## src/hdl/qesm_pkg.sv

```systemverilog
// qesm_pkg: shared types and constants for the quadrature encoder speed meter.
// No dependencies; imported by the controller, the datapath and the top level.
`timescale 1ns / 1ps

package qesm_pkg;

  localparam int CNT_W   = 16;
  localparam int TICK_W  = 17;
  localparam int QUO_W   = 21;
  localparam int SPD_W   = 22;
  localparam int CFG_W   = 16;
  localparam int IDX_W   = 2;
  localparam int STEP_W  = 5;

  localparam logic [IDX_W-1:0] REG_RELOAD   = 2'd0;
  localparam logic [IDX_W-1:0] REG_X4       = 2'd1;
  localparam logic [IDX_W-1:0] REG_PPR      = 2'd2;
  localparam logic [IDX_W-1:0] REG_INTERVAL = 2'd3;

  localparam logic [CNT_W-1:0]  RELOAD_RST   = 16'hFFFF;
  localparam logic              X4_RST       = 1'b1;
  localparam logic [CNT_W-1:0]  PPR_RST      = 16'd1000;
  localparam logic [CNT_W-1:0]  INTERVAL_RST = 16'd1000;

  localparam logic [CNT_W-1:0]  SMALL_MOVE_LIMIT = 16'd100;
  localparam logic [TICK_W-1:0] TICKS_MAX        = 17'h1FFFF;
  localparam logic [STEP_W-1:0] DIV_LAST_STEP    = 5'(QUO_W - 1);

  typedef struct packed {
    logic accept;
    logic prep;
    logic step;
    logic load_out;
  } cmd_t;

  typedef struct packed {
    logic measure;
    logic div_done;
  } sts_t;

endpackage

```

## src/hdl/quadrature_encoder_speed_meter_core.sv

```systemverilog
// quadrature_encoder_speed_meter_core: top level of the encoder speed meter.
// Depends on qesm_pkg, qesm_ctrl and qesm_dp.
`timescale 1ns / 1ps
//
// Usage:
//   in_*  : one request per millisecond tick (encoder count and count-down flag).
//   out_* : one result per measurement: count difference, direction, signed speed.
//   cfg_* : register writes (reload, x4 mode, pulses per rotation, sample interval),
//           taken in the cycle cfg_we is high; write only while idle.
// Timing:
//   A tick that does not measure leaves in_ready high, so such ticks run back to back.
//   A measuring tick: the accepting cycle captures the difference, S_PREP forms the
//   dividend, S_DIV runs the restoring divider (one quotient bit per cycle), S_HOLD
//   loads the output register once it is free. out_valid rises as the result is
//   loaded; in_ready is low from the accept until then, so no new request is taken
//   while a measurement is under way.
// Stall:
//   The result sits in the output register until taken; a new request is accepted
//   meanwhile, and a further result waits in the datapath until the register frees.
// Reset:
//   Synchronous, active low; registers return to defaults, tick count and
//   previous count clear, no result is pending.

module quadrature_encoder_speed_meter_core (
  input  logic                              clk,
  input  logic                              rst_n,
  input  logic                              cfg_we,
  input  logic [qesm_pkg::IDX_W-1:0]        cfg_index,
  input  logic [qesm_pkg::CFG_W-1:0]        cfg_wdata,
  input  logic                              in_valid,
  output logic                              in_ready,
  input  logic [qesm_pkg::CNT_W-1:0]        in_counter_value,
  input  logic                              in_counting_down,
  output logic                              out_valid,
  input  logic                              out_ready,
  output logic [qesm_pkg::CNT_W-1:0]        out_count_difference,
  output logic                              out_direction,
  output logic signed [qesm_pkg::SPD_W-1:0] out_signed_speed
);
  import qesm_pkg::*;

  cmd_t cmd;
  sts_t sts;

  qesm_ctrl u_ctrl (
    .clk       (clk),
    .rst_n     (rst_n),
    .in_valid  (in_valid),
    .in_ready  (in_ready),
    .out_valid (out_valid),
    .out_ready (out_ready),
    .sts       (sts),
    .cmd       (cmd)
  );

  qesm_dp u_dp (
    .clk                  (clk),
    .rst_n                (rst_n),
    .cfg_we               (cfg_we),
    .cfg_index            (cfg_index),
    .cfg_wdata            (cfg_wdata),
    .in_counter_value     (in_counter_value),
    .in_counting_down     (in_counting_down),
    .cmd                  (cmd),
    .sts                  (sts),
    .out_count_difference (out_count_difference),
    .out_direction        (out_direction),
    .out_signed_speed     (out_signed_speed)
  );

  a_no_accept_in_div: assert property (@(posedge clk) disable iff (!rst_n)
    cmd.step |-> !in_ready)
    else $error("request accepted during divide");

  a_rise_from_load: assert property (@(posedge clk) disable iff (!rst_n)
    $rose(out_valid) |-> $past(cmd.load_out))
    else $error("result valid without output load");

  a_down_nonneg: assert property (@(posedge clk) disable iff (!rst_n)
    (out_valid && out_direction) |-> !out_signed_speed[SPD_W-1])
    else $error("down direction with negative speed");

  a_up_nonpos: assert property (@(posedge clk) disable iff (!rst_n)
    (out_valid && !out_direction) |->
      (out_signed_speed[SPD_W-1] || (out_signed_speed == '0)))
    else $error("up direction with positive speed");

endmodule

```

## src/hdl/qesm_ctrl.sv

```systemverilog
// qesm_ctrl: request sequencing for the speed meter (accept, prepare, divide, output).
// Depends on qesm_pkg; drives the datapath through cmd_t and reads sts_t.
`timescale 1ns / 1ps

module qesm_ctrl (
  input  logic          clk,
  input  logic          rst_n,
  input  logic          in_valid,
  output logic          in_ready,
  output logic          out_valid,
  input  logic          out_ready,
  input  qesm_pkg::sts_t sts,
  output qesm_pkg::cmd_t cmd
);
  import qesm_pkg::*;

  typedef enum logic [1:0] {
    S_IDLE,
    S_PREP,
    S_DIV,
    S_HOLD
  } state_t;

  state_t state_r, state_nxt;
  logic   in_ready_r;
  logic   out_valid_r, out_valid_nxt;

  always_comb begin
    cmd.accept   = in_valid && in_ready_r;
    cmd.prep     = (state_r == S_PREP);
    cmd.step     = (state_r == S_DIV);
    cmd.load_out = (state_r == S_HOLD) && (!out_valid_r || out_ready);
  end

  always_comb begin
    state_nxt = state_r;
    unique case (state_r)
      S_IDLE: if (cmd.accept && sts.measure) state_nxt = S_PREP;
      S_PREP: state_nxt = S_DIV;
      S_DIV:  if (sts.div_done) state_nxt = S_HOLD;
      S_HOLD: if (cmd.load_out) state_nxt = S_IDLE;
      default: state_nxt = S_IDLE;
    endcase
  end

  always_comb begin
    out_valid_nxt = out_valid_r;
    if (cmd.load_out) out_valid_nxt = 1'b1;
    else if (out_ready) out_valid_nxt = 1'b0;
  end

  always_ff @(posedge clk) begin
    if (!rst_n) begin
      state_r     <= S_IDLE;
      in_ready_r  <= 1'b0;
      out_valid_r <= 1'b0;
    end else begin
      state_r     <= state_nxt;
      in_ready_r  <= (state_nxt == S_IDLE);
      out_valid_r <= out_valid_nxt;
    end
  end

  assign in_ready  = in_ready_r;
  assign out_valid = out_valid_r;

endmodule

```

## src/hdl/qesm_dp.sv

```systemverilog
// qesm_dp: registers, tick counter, direction/difference logic and serial divider.
// Depends on qesm_pkg; sequenced by qesm_ctrl through cmd_t.
`timescale 1ns / 1ps

module qesm_dp (
  input  logic                          clk,
  input  logic                          rst_n,
  input  logic                          cfg_we,
  input  logic [qesm_pkg::IDX_W-1:0]    cfg_index,
  input  logic [qesm_pkg::CFG_W-1:0]    cfg_wdata,
  input  logic [qesm_pkg::CNT_W-1:0]    in_counter_value,
  input  logic                          in_counting_down,
  input  qesm_pkg::cmd_t                cmd,
  output qesm_pkg::sts_t                sts,
  output logic [qesm_pkg::CNT_W-1:0]    out_count_difference,
  output logic                          out_direction,
  output logic signed [qesm_pkg::SPD_W-1:0] out_signed_speed
);
  import qesm_pkg::*;

  logic [CNT_W-1:0]  reload_r;
  logic              x4_r;
  logic [CNT_W-1:0]  ppr_r;
  logic [CNT_W-1:0]  interval_r;

  logic [CNT_W-1:0]  prev_r;
  logic [TICK_W-1:0] ticks_r;
  logic [TICK_W-1:0] ticks_inc;

  logic [CNT_W-1:0]  diff_r;
  logic              dir_r;
  logic [CNT_W-1:0]  divisor_r;
  logic [CNT_W-1:0]  rem_r;
  logic [QUO_W-1:0]  quo_r;
  logic [STEP_W-1:0] step_r;

  logic [CNT_W-1:0]  out_diff_r;
  logic              out_dir_r;
  logic [SPD_W-1:0]  out_speed_r;

  logic [CNT_W-1:0]  up_d, dn_d, opa, opb, base, diff_c;
  logic              dir_c;
  logic [QUO_W-1:0]  diff_ext, prod15, prod;
  logic [CNT_W:0]    trial, trial_sub;
  logic              ge;
  logic [SPD_W-1:0]  speed_ext;

  assign ticks_inc   = (ticks_r == TICKS_MAX) ? ticks_r : ticks_r + 17'd1;
  assign sts.measure = ticks_inc > {1'b0, interval_r};

  always_comb begin
    up_d = in_counter_value - prev_r;
    dn_d = prev_r - in_counter_value;
    if (in_counting_down)
      dir_c = !((in_counter_value > prev_r) && (up_d < SMALL_MOVE_LIMIT));
    else
      dir_c = (prev_r > in_counter_value) && (dn_d < SMALL_MOVE_LIMIT);
    opa    = dir_c ? prev_r : in_counter_value;
    opb    = dir_c ? in_counter_value : prev_r;
    base   = opa - opb;
    diff_c = (opa < opb) ? base + reload_r : base;
  end

  // diff*60/4 = diff*15, diff*60/2 = diff*30
  assign diff_ext = {5'd0, diff_r};
  assign prod15   = (diff_ext << 4) - diff_ext;
  assign prod     = x4_r ? prod15 : {prod15[QUO_W-2:0], 1'b0};

  assign trial     = {rem_r, quo_r[QUO_W-1]};
  assign ge        = trial >= {1'b0, divisor_r};
  assign trial_sub = trial - {1'b0, divisor_r};
  assign sts.div_done = cmd.step && (step_r == DIV_LAST_STEP);

  assign speed_ext = {1'b0, quo_r};

  always_ff @(posedge clk) begin
    if (!rst_n) begin
      reload_r   <= RELOAD_RST;
      x4_r       <= X4_RST;
      ppr_r      <= PPR_RST;
      interval_r <= INTERVAL_RST;
      prev_r     <= '0;
      ticks_r    <= '0;
    end else begin
      if (cfg_we) begin
        unique case (cfg_index)
          REG_RELOAD:   reload_r   <= cfg_wdata;
          REG_X4:       x4_r       <= cfg_wdata[0];
          REG_PPR:      ppr_r      <= cfg_wdata;
          REG_INTERVAL: interval_r <= cfg_wdata;
          default: ;
        endcase
      end
      if (cmd.accept) begin
        if (sts.measure) begin
          ticks_r <= '0;
          prev_r  <= in_counter_value;
        end else begin
          ticks_r <= ticks_inc;
        end
      end
    end
  end

  always_ff @(posedge clk) begin
    if (cmd.accept && sts.measure) begin
      diff_r <= diff_c;
      dir_r  <= dir_c;
    end
    if (cmd.prep) begin
      rem_r     <= '0;
      quo_r     <= prod;
      divisor_r <= (ppr_r == '0) ? 16'd1 : ppr_r;
      step_r    <= '0;
    end
    if (cmd.step) begin
      rem_r  <= ge ? trial_sub[CNT_W-1:0] : trial[CNT_W-1:0];
      quo_r  <= {quo_r[QUO_W-2:0], ge};
      step_r <= step_r + 5'd1;
    end
    if (cmd.load_out) begin
      out_diff_r  <= diff_r;
      out_dir_r   <= dir_r;
      out_speed_r <= dir_r ? speed_ext : (~speed_ext + 22'd1);
    end
  end

  assign out_count_difference = out_diff_r;
  assign out_direction        = out_dir_r;
  assign out_signed_speed     = out_speed_r;

endmodule

```

## config.mk

```make
export PLATFORM = sky130hd
export DESIGN_NAME = quadrature_encoder_speed_meter_core
export DESIGN_NICKNAME = d
export VERILOG_FILES = /design/src/hdl/qesm_pkg.sv /design/src/hdl/quadrature_encoder_speed_meter_core.sv /design/src/hdl/qesm_ctrl.sv /design/src/hdl/qesm_dp.sv
export SDC_FILE = /design/constraint.sdc
export NUM_CORES = 1
export LEC_CHECK = 0
export BUFFER_PORTS_ARGS = -buffer_cell sky130_fd_sc_hd__buf_4
export CORE_MARGIN = 2
export CORE_UTILIZATION = 62
export CTS_CLUSTER_SIZE = 20
export DETAILED_ROUTE_END_ITERATION = 12
export GPL_ROUTABILITY_DRIVEN = 0
export PLACE_DENSITY = 0.81
export SYNTH_ARGS = -nofsm -noshare
export SYNTH_HDL_FRONTEND = slang
export SYNTH_SLANG_ARGS = --single-unit
export TNS_END_PERCENT = 1
```

## constraint.sdc

```tcl
create_clock -name clk -period 8.7 [get_ports clk]
set_clock_uncertainty 0.2 [all_clocks]
set_input_delay 0.435 -clock clk [delete_from_list [all_inputs] [get_ports clk]]
set_output_delay 0.435 -clock clk [all_outputs]
set_load 0.03 [all_outputs]
```

* Word-level counts from Yosys, hierarchy flattened *
Cells that the tools add are included.

word-level totals
  output and inout bits = 41
  flip-flop bits (word level) = 200

cells by class
  mux-type cells = 21
  bitwise operators = 1
  add/subtract/negate cells = 9
  reduce and logical (&&, ||, !) cells = 20
  eq/ne operators = 8
  $lt $le $gt $ge = 7

operators by type and width
  kind                   number
  $mux 16                6
  $mux 21                4
  $sub 16x16->16         4
  $mux 17                2
  $gt 16x16->1           2
  $lt 16x7->1 const B    2
  $add 22x1->22 const B  1
  $not 21->22            1
  $sub 20x16->21         1
  $add 17x1->17 const B  1
  $eq 17x17->1 const B   1
  $ge 17x16->1           1
  $gt 17x16->1           1
  $add 16x16->16         1
  $logic_not 16->1       1
  $lt 16x16->1           1
  $mux 5                 2
  $reduce_and 2->1       5
  $eq 2x2->1 const B     4
  $pmux 2 s4             1
  $logic_and 1x1->1      6
  $logic_not 2->1        3
  $mux 2                 3
  $add 5x1->5 const B    1
  other kinds (6)        11

* Depth between registers and ports, before layout *
Gate-level depths: netlist (run 1).

  depth after elaboration = 9
  mapped depth = 32
  depth with buffers taken out = 29

* Cells and area by module *
A second synthesis (run 1) with hierarchy kept.

unflattened totals
  cells, all modules = 1522
  area, all modules = 13610.6 um^2

modules (own cells, without submodules)
  module     instances  area each (um^2)  cells an instance  seq. area each (um^2)
  qesm_dp    1          13429.1           1501               5064.9
  qesm_ctrl  1          181.4             21                 80.1

* Worst setup path before layout (run 1) *
No wires, ideal clock.

  path kind = in2reg
  from = in in_counter_value[12] (netlist bit)
  to = reg u_dp.diff_r[14], data pin
  library setup time = 0.273 ns
  arrival time = 5.787 ns
  buffers on the path = 2
  stages on the path = 30
  slack = 2.440 ns
  required time = 8.227 ns
  cells stage by stage = inv_1 ha_1 buf_6 nand2_2 o31ai_1 and2_0 a2111o_1 or4_4 nor4_4 a31oi_1 buf_6 nor3_1 a22oi_1 ha_1 nor3_1 xnor2_1 ha_1 a21o_1 a21oi_1 o21bai_1 a21oi_1 o21bai_1 a21oi_1 o21ai_0 a21o_1 a21oi_1 nand4b_1 nand3_1 o211ai_1 o41ai_2

between the ends
  cells in the longest elaborated chain, start to end = 9

ends and longest elaborated chain
  what                               line                                       RTL
  from (decl)                        quadrature_encoder_speed_meter_core.sv:32  input logic [qesm_pkg::CNT_W-1:0] in_counter_value,
  $sub 16x16->16                     qesm_dp.sv:52                              up_d = in_counter_value - prev_r;
  $lt 16x7->1                        qesm_dp.sv:55                              dir_c = !((in_counter_value > prev_r) && (up_d < SMALL_MOVE_LIMIT));
  $logic_and 1x1->1                  qesm_dp.sv:55
  $logic_not 1->1                    qesm_dp.sv:55
  $mux 1                             qesm_dp.sv:54                              if (in_counting_down)
  $mux 16, on equally long branches  qesm_dp.sv:58, qesm_dp.sv:59
  $sub 16x16->16                     qesm_dp.sv:60                              base = opa - opb;
  $add 16x16->16                     qesm_dp.sv:61                              diff_c = (opa < opb) ? base + reload_r : base;
  $mux 16 (*)                        qesm_dp.sv:61
  net u_dp.diff_c[14]                qesm_dp.sv:41                              logic [CNT_W-1:0] up_d, dn_d, opa, opb, base, diff_c;
  to (signal assigned)               qesm_dp.sv:107                             diff_r <= diff_c;
  to (decl)                          qesm_dp.sv:30                              logic [CNT_W-1:0] diff_r;

The timed path passes the listed nets; every way through them passes the cells marked *.
A chain may end at the register's enable or synchronous reset.

* Worst setup path in the final report (run 1) *
  from = reg u_dp.prev_r[9]
  to = reg u_dp.diff_r[14], data pin

between the ends
  cells in the longest elaborated chain, start to end = 9

ends and longest elaborated chain
  what                               line                          RTL
  from (decl)                        qesm_dp.sv:26                 logic [CNT_W-1:0] prev_r;
  from (signal assigned)             qesm_dp.sv:97                 prev_r <= in_counter_value;
  $sub 16x16->16                     qesm_dp.sv:52
  $lt 16x7->1                        qesm_dp.sv:55
  $logic_and 1x1->1                  qesm_dp.sv:55
  $logic_not 1->1                    qesm_dp.sv:55
  $mux 1                             qesm_dp.sv:54
  $mux 16, on equally long branches  qesm_dp.sv:58, qesm_dp.sv:59
  $sub 16x16->16                     qesm_dp.sv:60
  $add 16x16->16                     qesm_dp.sv:61
  $mux 16 (*)                        qesm_dp.sv:61
  net u_dp.diff_c[14]                qesm_dp.sv:41

Marked as above.

==> results.json, run 1 <==
{
  "io_pins": 81,
  "drv_slew": 0,
  "ys_seq_area_frac": 0.3723,
  "pre_cts_slack_ns": 1.459,
  "drt.antenna.violating_nets": 0,
  "nNetsFinal": 1737,
  "dieArea_um2": 23500,
  "post-route-period-util": 0.8294,
  "vias_per_cell": 6.195,
  "setup_viol": 0,
  "synth_area_leaders": "edfxtp_1, dfxtp_1, ha_1",
  "dr_total_vias": 11670,
  "post_cts_buffers": 0,
  "final_common_cell": "nand2_1",
  "multi_input_area_um2": 7883,
  "cts_hold_buffers": 0,
  "clockBufferDepth": 2,
  "wl_um": 32700,
  "crit_path_end_kind": "register",
  "grt_pass1_vias": 10940,
  "yosysTopAreaCell": "edfxtp_1",
  "arrival_ns": 7.18,
  "setup_slack_ns": 1.484,
  "drt_iter0_drc": 1014,
  "grt_overflow": 0,
  "fin_tns_setup_ns": 0,
  "placementRows": 54,
  "finalHoldViolCount": 0,
  "cts-root-buf": "clkbuf_16",
  "cts.reportedPaths.clkPinSlew_ns": 0.07,
  "ctsResizeCount": 0,
  "rsz0062_at_grt": "no",
  "syn_inst": 1566,
  "cp.required_ns": 8.66,
  "relSlewSlack": 0.2651,
  "start_util": 0.6333,
  "synth_nets": 1712,
  "cap_violations": 0,
  "cts_made_buffers": 17,
  "io_buffers": 80,
  "antenna_found_initial": 1,
  "synth_area_um2": 13820,
  "place_hpwl_um": 24060,
  "regArea_um2": 5145,
  "grt_usage": 0.2761,
  "critPathLaunchType": "register",
  "grt_max_degree": 56,
  "n_antenna_cell": 0,
  "grt_pass1_wl_um": 53790,
  "power.total_mw": 2.106,
  "avgSynthCellArea_um2": 8.826,
  "peakVddDrop_uv": 143.3,
  "firstDrtPassIters": 6,
  "clk_latency_ns": 0.44,
  "die_x_um": 153.3,
  "leakage_nw": 6.074,
  "critPathMaxFanout": 24,
  "mostFrequentLayoutCells": "nand2_1, nor2_1, inv_1, edfxtp_1, ha_1",
  "dp_cells": 1852,
  "die_h_um": 153.3,
  "drive_above_1_share": 0.1035,
  "synthFlopType": "edfxtp_1",
  "synth_edf_count": 114,
  "ys_warn_count": 0,
  "outcome": "completed",
  "syn_to_final_growth_pct": 8.582,
  "wl_per_cell_um": 17.36,
  "route.detailed.drc": 0,
  "fillCellCount": 1725,
  "cts_sinks": 200,
  "largest_reg_flops": 22,
  "core_um2": 21820,
  "yosysTopAreaCellShare": 0.2477,
  "synth_cell_type_count": 92,
  "p_per_area_nw_per_um2": 140.3,
  "critical_path_class": "reg -> reg",
  "async_flop_share": 0,
  "ys_ff_latch": 200,
  "ctsHtreeMaxLevel": 4,
  "cts_tree": "yes",
  "fin_cells": 1884,
  "hp-class": "in -> reg",
  "worstMarginPinSlew_ns": 1.100,
  "fmax_mhz": 138.6,
  "min_period_ns": 7.216
}
-- cell type report --
class	instances	share of cell area
multi-input combinational	1169	0.5253
timing repair buffer	85	0.04252
clock inverter	14	0.007921
clock buffer	18	0.02860
inverter	118	0.02951
sequential	200	0.3428
tap	280	0.02334
-- report_power, final --
group / internal [mW] / switching [mW] / total, mW / leakage [nW]
clock network: 0.375 / 0.377 / 0.752 / 0.274
registers: 1.01 / 0.0100 / 1.02 / 1.68
logic: 0.143 / 0.192 / 0.336 / 4.12
-- per-layer routing --
metal  part of all wire  wire [um]  global-route usage  vias to the layer above
met3              0.062       2029             0.04451                       91
li1                   -          -                   -                     5654
met4              0.030        979             0.09877                        0
met5                  0          0                   0                        -
met2               0.48      15590              0.4602                      471
met1               0.43      14100              0.3648                     5455
-- critical path, cell delays in order (launching register included) --
cell and delay [ns]:
dfxtp_1 0.36, ha_1 0.73, nand4_1 0.43, o31a_1 0.39, o21ai_0 0.07, a31oi_1 0.08, xnor2_1 0.16, a211oi_1 0.25
nand4_1 0.41, nand2_4 0.40, a22oi_1 0.16, ha_1 0.23, nor3_1 0.31, xnor2_1 0.20, ha_1 0.31, a21o_1 0.19
a21oi_1 0.24, o21bai_1 0.09, a21oi_1 0.25, o21bai_1 0.10, a21oi_1 0.22, o21ai_0 0.18, a21o_1 0.22, a21oi_1 0.30
nand4b_1 0.16, nand3_1 0.08, o211ai_1 0.11, o41ai_2 0.10
-- synthesized netlist by cell type, drive strengths merged (22+ instances only) --
master,number
nor3,31
o211ai,22
clkbuf,61
o21ai,80
xnor2,54
dfxtp,86
inv,117
a21o,26
nand2,195
nor2,128
nand3,54
a21oi,95
xor2,38
edfxtp,114
ha,104
mux2i,45
-- path summary, 6_finish.rpt --
check / start / to / slack (ns) / cells past startpoint
setup / recovery: u_dp.prev_r[9]$_SDFFE_PN0P_ / u_dp.diff_r[14]$_DFFE_PP_ / 1.48 / 27
setup reg to reg: u_dp.prev_r[9]$_SDFFE_PN0P_ / u_dp.diff_r[14]$_DFFE_PP_ / 1.48 / 27
hold / removal: cfg_wdata[7] / u_dp.reload_r[7]$_SDFFE_PN1P_ / 0.04 / 3
hold reg to reg: u_dp.ppr_r[10]$_SDFFE_PN0P_ / u_dp.divisor_r[10]$_SDFFCE_PN0P_ / 0.24 / 0
-- kinds of logic (layout without fill, tap and decap cells) --
group                      count (synthesis)  in the layout  share of synthesized area
AOI/OAI and AO/OA                        368            368                     0.1802
xor gates and xnor gates                  92             92                    0.05830
adders and majority gates                106            106                    0.09705
buffers and inverters                    197            235                    0.05812
DFF                                      200            200                     0.3723
muxes                                     65             65                    0.05106
and+or+nand+nor                          538            538                     0.1831
-- metrics by stage --
stage	area, um2	hold WS (ns)	util
3_3_place_gp	14460	0.2434	0.6625
3_5_place_dp	14460	0.2413	0.6625
4_1_cts	15010	0.03264	0.6877
6_report	15010	0.04128	0.6877
5_1_grt	15010	0.03818	0.6877
2_1_floorplan	13820	0.2363	-
No activity file was read; power rests on OpenSTA's default activity.
==> inputs of run 2 (changes only) <==
Clock period 8.7 ns to 6.7 ns, I/O delays scaled along.
==> results.json, run 2 (synthesis results as in run 1) <==
{
  "wl_um": 34070,
  "arrival_ns": 6.59,
  "largest_reg_flops": 22,
  "setup_viol": 0,
  "rsz0062_at_grt": "yes",
  "drt.antenna.violating_nets": 0,
  "start_util": 0.6333,
  "setup_slack_ns": 0.1055,
  "cts_tree": "yes",
  "grt_overflow": 0,
  "min_period_ns": 6.594,
  "power.total_mw": 2.867,
  "outcome": "completed",
  "wl_per_cell_um": 17.52,
  "cp.required_ns": 6.69,
  "clockBufferDepth": 2,
  "fmax_mhz": 151.6,
  "worstMarginPinSlew_ns": 1.039,
  "critPathLaunchType": "register",
  "dr_total_vias": 12070,
  "drt_iter0_drc": 973,
  "placed_area_um2": 14670,
  "vias_per_cell": 6.206,
  "grt_pass1_vias": 11270,
  "hp-class": "in -> reg",
  "cap_violations": 0,
  "post-route-period-util": 0.9843,
  "cts-root-buf": "clkbuf_16",
  "firstDrtPassIters": 6,
  "grt_max_degree": 56,
  "io_buffers": 80,
  "cts.reportedPaths.clkPinSlew_ns": 0.07,
  "grt_pass1_wl_um": 54550,
  "relSlewSlack": 0.3056,
  "route.detailed.drc": 0,
  "stdcell_area_um2": 15640,
  "drive_above_1_share": 0.1231,
  "placementRows": 54,
  "antenna_found_initial": 0,
  "dieArea_um2": 23500,
  "place_hpwl_um": 24710,
  "die_x_um": 153.3,
  "p_per_area_nw_per_um2": 183.3,
  "pre_cts_slack_ns": 0.004007,
  "peakVddDrop_uv": 220.5,
  "io_pins": 81,
  "cts_made_buffers": 17,
  "clk_latency_ns": 0.44,
  "cts_sinks": 200,
  "nNetsFinal": 1798,
  "n_antenna_cell": 0,
  "critPathMaxFanout": 11,
  "ctsHtreeMaxLevel": 4,
  "finalHoldViolCount": 0,
  "core_um2": 21820,
  "mostFrequentLayoutCells": "nand2_1, nor2_1, inv_1, buf_4, edfxtp_1",
  "drv_slew": 0,
  "syn_to_final_growth_pct": 13.17,
  "crit_path_end_kind": "register",
  "leakage_nw": 6.372,
  "grt_usage": 0.2824,
  "die_h_um": 153.3,
  "final_common_cell": "nand2_1",
  "critical_path_class": "reg -> reg"
}
[run 2: worst max-delay path, cell delays in order (launching register included)]
cell and delay (ns):
dfxtp_1 0.36, ha_1 0.50, o31ai_1 0.13, and2_0 0.17
a2111o_1 0.39, or4_4 0.55, nor4_4 0.26, a31o_4 0.26
nand2_4 0.14, buf_4 0.22, o22ai_1 0.46, a21oi_1 0.12
o21ai_0 0.13, xor2_1 0.13, ha_1 0.37, nand2_1 0.07
o21ai_0 0.29, a211oi_1 0.15, o21ai_1 0.27, nand3_1 0.15
a211o_1 0.29, o2111ai_1 0.13, nand4_1 0.17, xnor2_1 0.16
o21bai_1 0.17, xnor2_1 0.12
[run 2: cell type report]
cell class              instances  area (um2)
multi-input cells            1169        7915
fillers                      1603        6182
flip-flops and latches        200        5145
repair buffers                146        1176
inverters                     118       442.9
clock buffers                  18       429.2
well taps                     280       350.3
clock inverters                14       182.7
[run 2: timing repair]
action / CTS / global route
endpoints found under the setup margin: 0 / 3
gates resized for setup: 0 / 9
hold buffers: 32 / 0
buffers inserted: 0 / 1
endpoints found under the hold margin: 63 / 0
[run 2: where the power goes]
group          internal (mW)  switching [mW]  total (mW)
Clock                  0.568           0.506        1.07
Combinational          0.210           0.260       0.470
Sequential              1.31          0.0133        1.32
[run 2: layer usage]
| layer | vias to the layer above | wire length (um) | GRT usage |
|---|---|---|---|
| met3 | 105 | 2370 | 0.04508 |
| met5 | - | 0 | 0 |
| li1 | 5786 | - | - |
| met4 | 0 | 1310 | 0.1195 |
| met2 | 539 | 16250 | 0.4766 |
| met1 | 5640 | 14130 | 0.3610 |
[run 2: final timing paths]
path                                     start                                to  slack (ns)  cells past startpoint
hold / removal                    cfg_index[0]            u_dp.x4_r$_SDFFE_PN1P_        0.05                      3
setup / recovery  u_dp.prev_r[15]$_SDFFE_PN0P_         u_dp.diff_r[15]$_DFFE_PP_        0.11                     25
setup reg to reg  u_dp.prev_r[15]$_SDFFE_PN0P_         u_dp.diff_r[15]$_DFFE_PP_        0.11                     25
hold reg to reg    u_dp.ppr_r[10]$_SDFFE_PN0P_  u_dp.divisor_r[10]$_SDFFCE_PN0P_        0.26                      0
[run 2: stage by stage]
step / cells / hold WS (ns) / util / setup TNS [ns]
finish: 1945 / 0.05249 / 0.7167 / 0
CTS: 1944 / 0.03932 / 0.7149 / 0
global placement: 1880 / 0.2412 / 0.6722 / 0
global route: 1945 / 0.03515 / 0.7167 / -0.2831
floorplan: 1566 / 0.2363 / - / 0
detailed placement: 1880 / 0.2471 / 0.6722 / 0
==> inputs of run 3 (changes only) <==
Settings changed: RECOVER_POWER from default to 25.
==> results.json, run 3 (synthesis results as in run 1) <==
{
  "failed_checks": "max-capacitance violations, max-slew violations",
  "io_buffers": 80,
  "cts_made_buffers": 17,
  "cts_tree": "yes",
  "seq_power_share": 0.462,
  "drv_slew": 56,
  "grt_overflow": 0,
  "dieArea_um2": 23500,
  "grt_pass1_wl_um": 54550,
  "firstDrtPassIters": 5,
  "route.detailed.drc": 0,
  "die_h_um": 153.3,
  "placed_area_um2": 14670,
  "ctsHtreeMaxLevel": 4,
  "cts.reportedPaths.clkPinSlew_ns": 0.07,
  "pwr-share-clk": 0.374,
  "stdcell_area_um2": 15480,
  "hold_start": "in_counter_value[0]",
  "core_um2": 21820,
  "die_x_um": 153.3,
  "slowest_stage": "or4_4",
  "critPathMaxFanout": 11,
  "p_int_mw": 2.087,
  "cp_top_family": "compound AO/OA/AOI/OAI gates",
  "r2r-start": "u_dp.prev_r[15]$_SDFFE_PN0P_",
  "cts_sinks": 200,
  "p_switching_mw": 0.7785,
  "start_util": 0.6333,
  "rsz0062_at_grt": "yes",
  "fin_tns_setup_ns": 0,
  "cts-root-buf": "clkbuf_16",
  "fillCellCount": 1628,
  "cp.required_ns": 6.70,
  "wl_per_cell_um": 17.51,
  "crit_path_end_kind": "register",
  "clockBufferDepth": 2,
  "vias_per_cell": 6.166,
  "placementRows": 54,
  "post-route-period-util": 0.9892,
  "hp-class": "in -> reg",
  "outcome": "complete, but fails checks",
  "crit_buf_inv": 1,
  "setup_viol": 0,
  "largest_reg_flops": 22,
  "final_common_cell": "nand2_1",
  "dr_total_vias": 11990,
  "drt.antenna.violating_nets": 0,
  "n_antenna_cell": 0,
  "io_pins": 81,
  "startpoint": "u_dp.prev_r[15]$_SDFFE_PN0P_",
  "mostFrequentLayoutCells": "nand2_1, nor2_1, inv_1, edfxtp_1, ha_1",
  "peakVddDrop_uv": 223.2,
  "p_comb_frac": 0.164,
  "drt_iter0_drc": 933,
  "power.switching_fraction": 0.2717,
  "grt_pass1_vias": 11270,
  "cap_violations": 1,
  "critPathMaxStageDelay_ns": 0.55,
  "grt_max_degree": 56,
  "finalHoldViolCount": 0,
  "fmax_mhz": 150.9,
  "leakage_nw": 6.216,
  "syn_to_final_growth_pct": 12.00,
  "arrival_ns": 6.62,
  "grt_usage": 0.2824,
  "min_period_ns": 6.627,
  "drive_above_1_share": 0.09670,
  "critical_path_class": "reg -> reg",
  "p_per_area_nw_per_um2": 185.1,
  "worstMarginPinSlew_ns": 1.793,
  "place_hpwl_um": 24710,
  "wl_um": 34060,
  "nNetsFinal": 1798,
  "relSlewSlack": -0.1965,
  "clk_latency_ns": 0.45,
  "antenna_found_initial": 0,
  "critPathLaunchType": "register"
}
run 3: metal layers:
layer | track usage | vias to the layer above | routed length (um)
met4 | 0.1195 | 0 | 1256
met5 | 0 | - | 0
met1 | 0.3610 | 5596 | 14110
li1 | - | 5782 | -
met3 | 0.04508 | 96 | 2373
met2 | 0.4766 | 518 | 16320
run 3: metrics by stage:
step | utilization | cells | power [mW] | setup slack, ns | hold slack (ns)
6_report | 0.7093 | 1945 | 2.866 | 0.07260 | 0.04612
5_1_grt | 0.7093 | 1945 | 2.958 | -0.1442 | 0.03515
4_1_cts | 0.7149 | 1944 | 2.858 | 0.09560 | 0.03932
3_5_place_dp | 0.6722 | 1880 | 1.781 | 0.004007 | 0.2471
3_3_place_gp | 0.6722 | 1880 | 1.768 | 0.2067 | 0.2412
2_1_floorplan | - | 1566 | 1.672 | 0.5402 | 0.2363
run 3: layout make-up:
type	count	area [um2]	area share
clock inverter	14	182.7	0.01180
timing repair buffer	146	1015	0.06555
sequential	200	5145	0.3324
tap	280	350.3	0.02263
multi-input combinational	1169	7915	0.5113
clock buffer	18	429.2	0.02772
inverter	118	442.9	0.02861
run 3: power groups by stage:
stage	clock (mW)	combinational, mW	sequential (mW)
finish	1.07	0.470	1.32
global route	1.13	0.506	1.32
CTS	1.08	0.453	1.32
detailed placement	0	0.431	1.35
global placement	0	0.419	1.35
floorplan	0	0.327	1.35
run 3: final timing paths:
kind                                      end  slack (ns)  cells after the start
min reg2reg  u_dp.divisor_r[10]$_SDFFCE_PN0P_        0.26                      0
max reg2reg         u_dp.diff_r[15]$_DFFE_PP_        0.07                     25
max                 u_dp.diff_r[15]$_DFFE_PP_        0.07                     25
min               u_dp.prev_r[0]$_SDFFE_PN0P_        0.05                      3
run 3: what timing repair did:
| action | CTS | global route |
|---|---|---|
| hold endpoints to repair | 63 | 0 |
| resized for setup | 0 | 9 |
| buffers inserted | 0 | 1 |
| hold buffers | 32 | 0 |
| setup endpoints to repair | 0 | 3 |
run 3: worst register-to-register path: stages (launching register included):
cell	delay, ns
dfxtp_1	0.36
ha_1	0.50
o31ai_1	0.14
and2_0	0.17
a2111o_1	0.38
or4_4	0.55
nor4_4	0.26
a31o_4	0.27
nand2_4	0.14
buf_4	0.22
o22ai_1	0.46
a21oi_1	0.12
o21ai_0	0.14
xor2_1	0.14
ha_1	0.38
nand2_1	0.07
o21ai_0	0.28
a211oi_1	0.15
o21ai_1	0.28
nand3_1	0.16
a211o_1	0.29
o2111ai_1	0.13
nand4_1	0.17
xnor2_1	0.16
o21bai_1	0.17
xnor2_1	0.12
